### config.mk
export PLATFORM = sky130hd
export DESIGN_NAME = rqs_cmp
export DESIGN_NICKNAME = d
export VERILOG_FILES = /design/src/hw/rtl/rqs_pkg.sv /design/src/hw/rtl/rqs_cmp.sv
export SDC_FILE = /design/constraint.sdc
export NUM_CORES = 1
export LEC_CHECK = 0
export ABC_CLOCK_PERIOD_IN_PS = 4700
export BUFFER_PORTS_ARGS = -buffer_cell sky130_fd_sc_hd__buf_2
export CORE_MARGIN = 8
export CORE_UTILIZATION = 42
export CTS_CLUSTER_SIZE = 10
export DETAILED_ROUTE_END_ITERATION = 8
export PLACE_DENSITY = 0.85
export SLEW_MARGIN = 20
export SYNTH_ARGS = -nofsm -noshare
export SYNTH_HDL_FRONTEND = slang
export SYNTH_SLANG_ARGS = --single-unit
### constraint.sdc
create_clock -name clock -period 4.7 [get_ports clock]
set_input_delay 0.705 -clock clock [delete_from_list [all_inputs] [get_ports clock]]
set_output_delay 0.705 -clock clock [all_outputs]
set_load 0.05 [all_outputs]
### src/hw/rtl/rqs_pkg.sv
// Shared types and constants for the record quicksort block.
`default_nettype none
package rqs_pkg;
   localparam int unsigned KEY_W = 32;
   localparam int unsigned PAY_W = 32;
   localparam logic [KEY_W-1:0] SIGN_BIAS = 32'h8000_0000;

   typedef enum logic [4:0] {
      ST_LOAD, ST_START, ST_POP, ST_POP_RD, ST_PIV_RD0, ST_PIV_W0, ST_PIV_SCAN, ST_PIV_WAIT,
      ST_LSCAN, ST_LWAIT, ST_RSCAN, ST_RWAIT, ST_SWAP_RD, ST_SWAP_W1, ST_SWAP_W2,
      ST_PUSH1, ST_PUSH2, ST_EMIT_RD, ST_EMIT_W, ST_EMIT_OUT
   } state_type;

   typedef struct packed {
      logic lt;
      logic eq;
   } cmp_type;
endpackage
`default_nettype wire

### src/hw/rtl/rqs_cmp.sv
// Shared key comparator, registered result.
`default_nettype none
module rqs_cmp (
   input  wire logic                       clock,
   input  wire logic [rqs_pkg::KEY_W-1:0]  a,
   input  wire logic [rqs_pkg::KEY_W-1:0]  b,
   output rqs_pkg::cmp_type               res
);
   rqs_pkg::cmp_type res_ff;
   always_ff @(posedge clock) begin
      res_ff.lt <= (a < b);
      res_ff.eq <= (a == b);
   end
   assign res = res_ff;
endmodule
`default_nettype wire

==> out/qor.txt, run 1 <==
Seq/Total Area, Yosys - 0.0472
Crit Path Max Fanout - 2
max FFs per register - 2
share of cells above drive strength 1 - 0.382
chip height - 60.9 um
Static Leakage - 0.000801 uW
initial antenna violation count - 0
setup bufs post-CTS - 0
Vias - 1,015
vias per cell - 4.77
Pwr Density - 116 nW/um^2
nets@finish - 285
DIE WIDTH - 60.9 um
fin crit period - 2.29 ns
Switching Share - 0.357
Logic pwr share - 0.609
CTS Sinks - 2
#FFs+latches synth - 2
Max-cap violations - 0
Routed wire per std cell - 11.1 um
Worst Hold Slack - 0.797 ns
dpl ws - 2.18 ns
gr usage total - 0.140
Initial Util - 0.437
register share of total power - 0.128
leading cell types in the layout, fill and taps excluded - 66 x buf_2, 32 x inv_1, 32 x ha_1
Synth Warn # - 0
DRT iter0 DRCs - 16
Int Power - 92.3 uW
fin worst setup slack - 2.41 ns
io pins - 67
fmax - 436 MHz
DR DRC count - 0
global-route wire length before repair - 4.11 mm
Fill cells - 193
post_cts resized - 0
register area - 40.0 um^2
vias in the first global route - 1,099
Relative slew margins - 0.778
Final Hold Viols - 0
DP HPWL - 2.26 mm
GR Overflow Total - 0
Cells after Synth - 117
total routed wirelength - 2.37 mm
global route hottest layer - met2
Arrival @ worst endpoint - 2.41 ns
fin util - 0.636
met2 GRT Util - 0.258
syn_area_per_cell - 7.25 um^2
Clk network pwr share - 0.263
Worst Hold Depth - 3
CP endpoint kind - flop
Post-Syn Nets - 214
distinct cell type count after synthesis - 23
full die area - 3710 um^2
Worst Setup Start Kind - primary input
Worst-path clk slew - 0.03 ns
commonest non-fill, non-tap cell in the layout - buf_2
total core area - 1940 um^2
peak supply drop - 0.0000770 V
Placed Instance Area - 1210 um^2
CP Class - in2reg
n_diodes - 0
met3 usage - 0.0636
Max Slew Vio Count - 0
post-route ant nets - 0
routing usage on met1 - 0.137
CTS Root Cell - clkbuf_4
status - complete, no violations
DR pass1 iterations - 4
Final Cycle Share - 0.487
CTS Buf Count - 3
area added between synthesis and finish - 45.6%
WP data required - 4.82 ns
TritonCTS clock tree - done
Hold Buf Count CTS - 0
mapped cell area - 848 um^2
Sw Pwr - 51.3 uW
htree depth - 1
routability cong. - 0.722
post-route cell area - 1230 um^2
setup TNS - 0 ns
endpoints failing setup - 0
# rows - 16
area occupied by multi-input gates - 688 um^2
Hold WC Path Type - in2reg
largest net degree at the start of global routing - 4
clk buf depth - 2
port bufs - 66
RSZ-0062 raised after global routing - no
Worst Tran Pin Value - 0.331 ns
[synth_stat cells]
master	n	area share
a2111oi_2	1	0.018
a211o_1	1	0.010
a211oi_1	1	0.0089
a21boi_1	1	0.0089
a21o_1	1	0.0089
a21oi_1	11	0.065
a221oi_1	1	0.010
and4_1	2	0.021
dfxtp_1	2	0.047
ha_1	32	0.47
inv_1	32	0.14
nand2_1	9	0.040
nand2_2	1	0.0074
nand3_1	2	0.012
nand4_1	4	0.029
nor2_1	6	0.027
nor2b_1	2	0.015
nor4_1	1	0.0074
o211ai_1	1	0.0089
o21ai_0	3	0.018
o21ai_1	1	0.0059
or3_1	1	0.0074
or4b_1	1	0.012
[cells by family (layout without fill, tap and decap cells)]
| group | after synthesis | count (layout) | share of synthesized area |
|---|---|---|---|
| compound gates | 22 | 22 | 0.162 |
| fa+ha+maj | 32 | 32 | 0.472 |
| buf+inv | 32 | 101 | 0.142 |
| flops | 2 | 2 | 0.0472 |
| simple gates | 29 | 29 | 0.177 |
[stage by stage]
step                instances  power (uW)
finish                    213         144
global route              213         163
CTS                       213         147
detailed placement        210         107
global placement          210         102
floorplan                 117        68.7
[worst max-delay path, stage by stage]
cell and delay (ns):
buf_2 0.10, ha_1 0.30, a21oi_1 0.16, nor2_1 0.07, a211o_1 0.22, or4b_1 0.52
a2111oi_2 0.35
[per-layer routing]
| layer | part of all wire | wire length [um] |
|---|---|---|
| met4 | 0.0025 | 6 |
| met3 | 0.11 | 255 |
| met5 | 0 | 0 |
| met1 | 0.39 | 919 |
| met2 | 0.50 | 1190 |
[power by group through the flow]
stage	sequential [uW]	clock, uW	combinational, uW
3_5_place_dp	18.7	0	88.4
2_1_floorplan	22.6	0	46.1
4_1_cts	18.4	39.7	89.0
6_report	18.4	37.7	87.5
5_1_grt	18.5	41.8	103
3_3_place_gp	18.6	0	82.9
[area by class of cell]
| type | count | share of cell area |
|---|---|---|
| well taps | 27 | 0.0274 |
| flip-flops and latches | 2 | 0.0324 |
| repair buffers | 66 | 0.267 |
| multi-input cells | 83 | 0.557 |
| clock buffers | 3 | 0.0182 |
| inverters | 32 | 0.0973 |
[path summary, 6_finish.rpt]
kind | startpoint | end
setup / recovery | a[13] | res[1]$_DFF_P_
hold / removal | a[31] | res[1]$_DFF_P_
(Power assumes the default switching activity.)
==> inputs of run 2 (changes only) <==
--- a/config.mk
+++ b/config.mk
@@ -5,13 +5,13 @@
 export SDC_FILE = /design/constraint.sdc
 export NUM_CORES = 1
 export LEC_CHECK = 0
-export ABC_CLOCK_PERIOD_IN_PS = 4700
+export ABC_CLOCK_PERIOD_IN_PS = 2200
 export BUFFER_PORTS_ARGS = -buffer_cell sky130_fd_sc_hd__buf_2
 export CORE_MARGIN = 8
-export CORE_UTILIZATION = 42
+export CORE_UTILIZATION = 39
 export CTS_CLUSTER_SIZE = 10
 export DETAILED_ROUTE_END_ITERATION = 8
-export PLACE_DENSITY = 0.85
+export PLACE_DENSITY = 0.8
 export SLEW_MARGIN = 20
 export SYNTH_ARGS = -nofsm -noshare
 export SYNTH_HDL_FRONTEND = slang
==> constraint.sdc (replaced) <==
create_clock -name clock -period 2.2 [get_ports clock]
set_input_delay 0.33 -clock clock [delete_from_list [all_inputs] [get_ports clock]]
set_output_delay 0.33 -clock clock [all_outputs]
set_load 0.05 [all_outputs]
==> run 2 against run 1 <==
  * Clock power rose by 120%
  * Critical endpoint unchanged
  * Hold slack lost 0.37 ns
  * Sequential share of layout area about the same
  * Via count is 1.2% lower
  * Die area up 5.7%
==> out/qor.txt, run 2 (synthesis results as in run 1) <==
WP data required - 2.32 ns
slowest library cell on the worst path - or4b_1
Initial Util - 0.399
Worst Tran Pin Value - 0.352 ns
RSZ-0062 raised after global routing - no
Relative slew margins - 0.763
setup bufs post-CTS - 0
CP Cell Sequence - buf_2 > ha_1 > a21oi_1 > nor2_1 > a211o_1 > or4b_1 > a2111oi_2
post_cts resized - 0
initial antenna violation count - 0
vias in the first global route - 1,081
DRT iter0 DRCs - 21
clk buf depth - 2
Final Hold Viols - 0
setup TNS - 0 ns
vias per cell - 4.69
TritonCTS clock tree - done
CP endpoint kind - flop
global-route wire length before repair - 4.23 mm
Routed wire per std cell - 11.7 um
Pwr Density - 251 nW/um^2
Max Slew Vio Count - 0
Fill cells - 221
Crit Path Max Fanout - 2
Worst-path clk slew - 0.03 ns
# rows - 17
Final Cycle Share - 0.864
total routed wirelength - 2.51 mm
share of cells above drive strength 1 - 0.382
fin util - 0.581
full die area - 3920 um^2
area added between synthesis and finish - 45.7%
CP Class - in2reg
fin crit period - 1.90 ns
Worst Hold Slack - 0.426 ns
Hold Buf Count CTS - 0
Arrival @ worst endpoint - 2.02 ns
chip height - 62.6 um
GR Overflow Total - 0
Static Leakage - 0.000801 uW
CTS Sinks - 2
post-route ant nets - 0
commonest non-fill, non-tap cell in the layout - buf_2
gr usage total - 0.126
n_diodes - 0
DR pass1 iterations - 4
Max stage delay on crit path - 0.54 ns
peak supply drop - 0.000206 V
DIE WIDTH - 62.6 um
io pins - 67
CTS Root Cell - clkbuf_4
leading cell types in the layout, fill and taps excluded - 66 x buf_2, 32 x inv_1, 32 x ha_1
DR DRC count - 0
CTS Buf Count - 3
routability cong. - 0.808
Vias - 1,003
endpoints failing setup - 0
port bufs - 66
total core area - 2130 um^2
Hold WC Path Type - in2reg
nets@finish - 285
largest net degree at the start of global routing - 4
status - complete, no violations
fmax - 526 MHz
DP HPWL - 2.38 mm
Worst Setup Start Kind - primary input
Max-cap violations - 0
htree depth - 1
max FFs per register - 2
[run 2: cell counts in the layout (fill, tap and decap cells not counted)]
No cell type changed its count.
[run 2: per-stage QoR]
stage,setup WS (ns),instances,power (uW),area [um^2]
after floorplan,0.234,117,147,848
after global placement,0.110,211,218,1210
after detailed placement,0.0554,211,232,1210
after CTS,0.286,214,319,1240
after global routing,0.214,214,349,1240
final,0.299,214,310,1240
[run 2: layer usage]
layer / part of all wire / GRT usage / up-vias / wire (um)
li1: - / - / 539 / -
met2: 0.49 / 0.230 / 47 / 1240
met1: 0.41 / 0.127 / 413 / 1020
met5: 0 / 0 / - / 0
met4: 0.011 / 0.0342 / 0 / 27
met3: 0.087 / 0.0556 / 4 / 218
[run 2: final cells by class]
class | instances | area (um^2) | area share
multi-input combinational | 83 | 688 | 0.557
timing repair buffer | 66 | 330 | 0.267
inverter | 32 | 120 | 0.0972
sequential | 2 | 40.0 | 0.0324
tap | 28 | 35.0 | 0.0283
clock buffer | 3 | 22.5 | 0.0182
[run 2: worst paths after layout]
path              start              to  depth (start not counted)
hold / removal    a[31]  res[1]$_DFF_P_                          3
setup / recovery  a[13]  res[1]$_DFF_P_                          7
[run 2: critical path: cells and delay by family]
family	cells	cell delay [ns]
buffers and inverters	1	0.10
adders and majority gates	1	0.30
and+or+nand+nor	2	0.59
AOI/OAI and AO/OA	3	0.70
[run 2: power by group]
part | total [uW] | internal, uW | leakage (uW) | switching [uW]
logic | 189 | 98.6 | 0.000770 | 90.7
clock network | 81.4 | 60.2 | 0.0000138 | 21.2
registers | 39.3 | 38.9 | 0.0000165 | 0.417
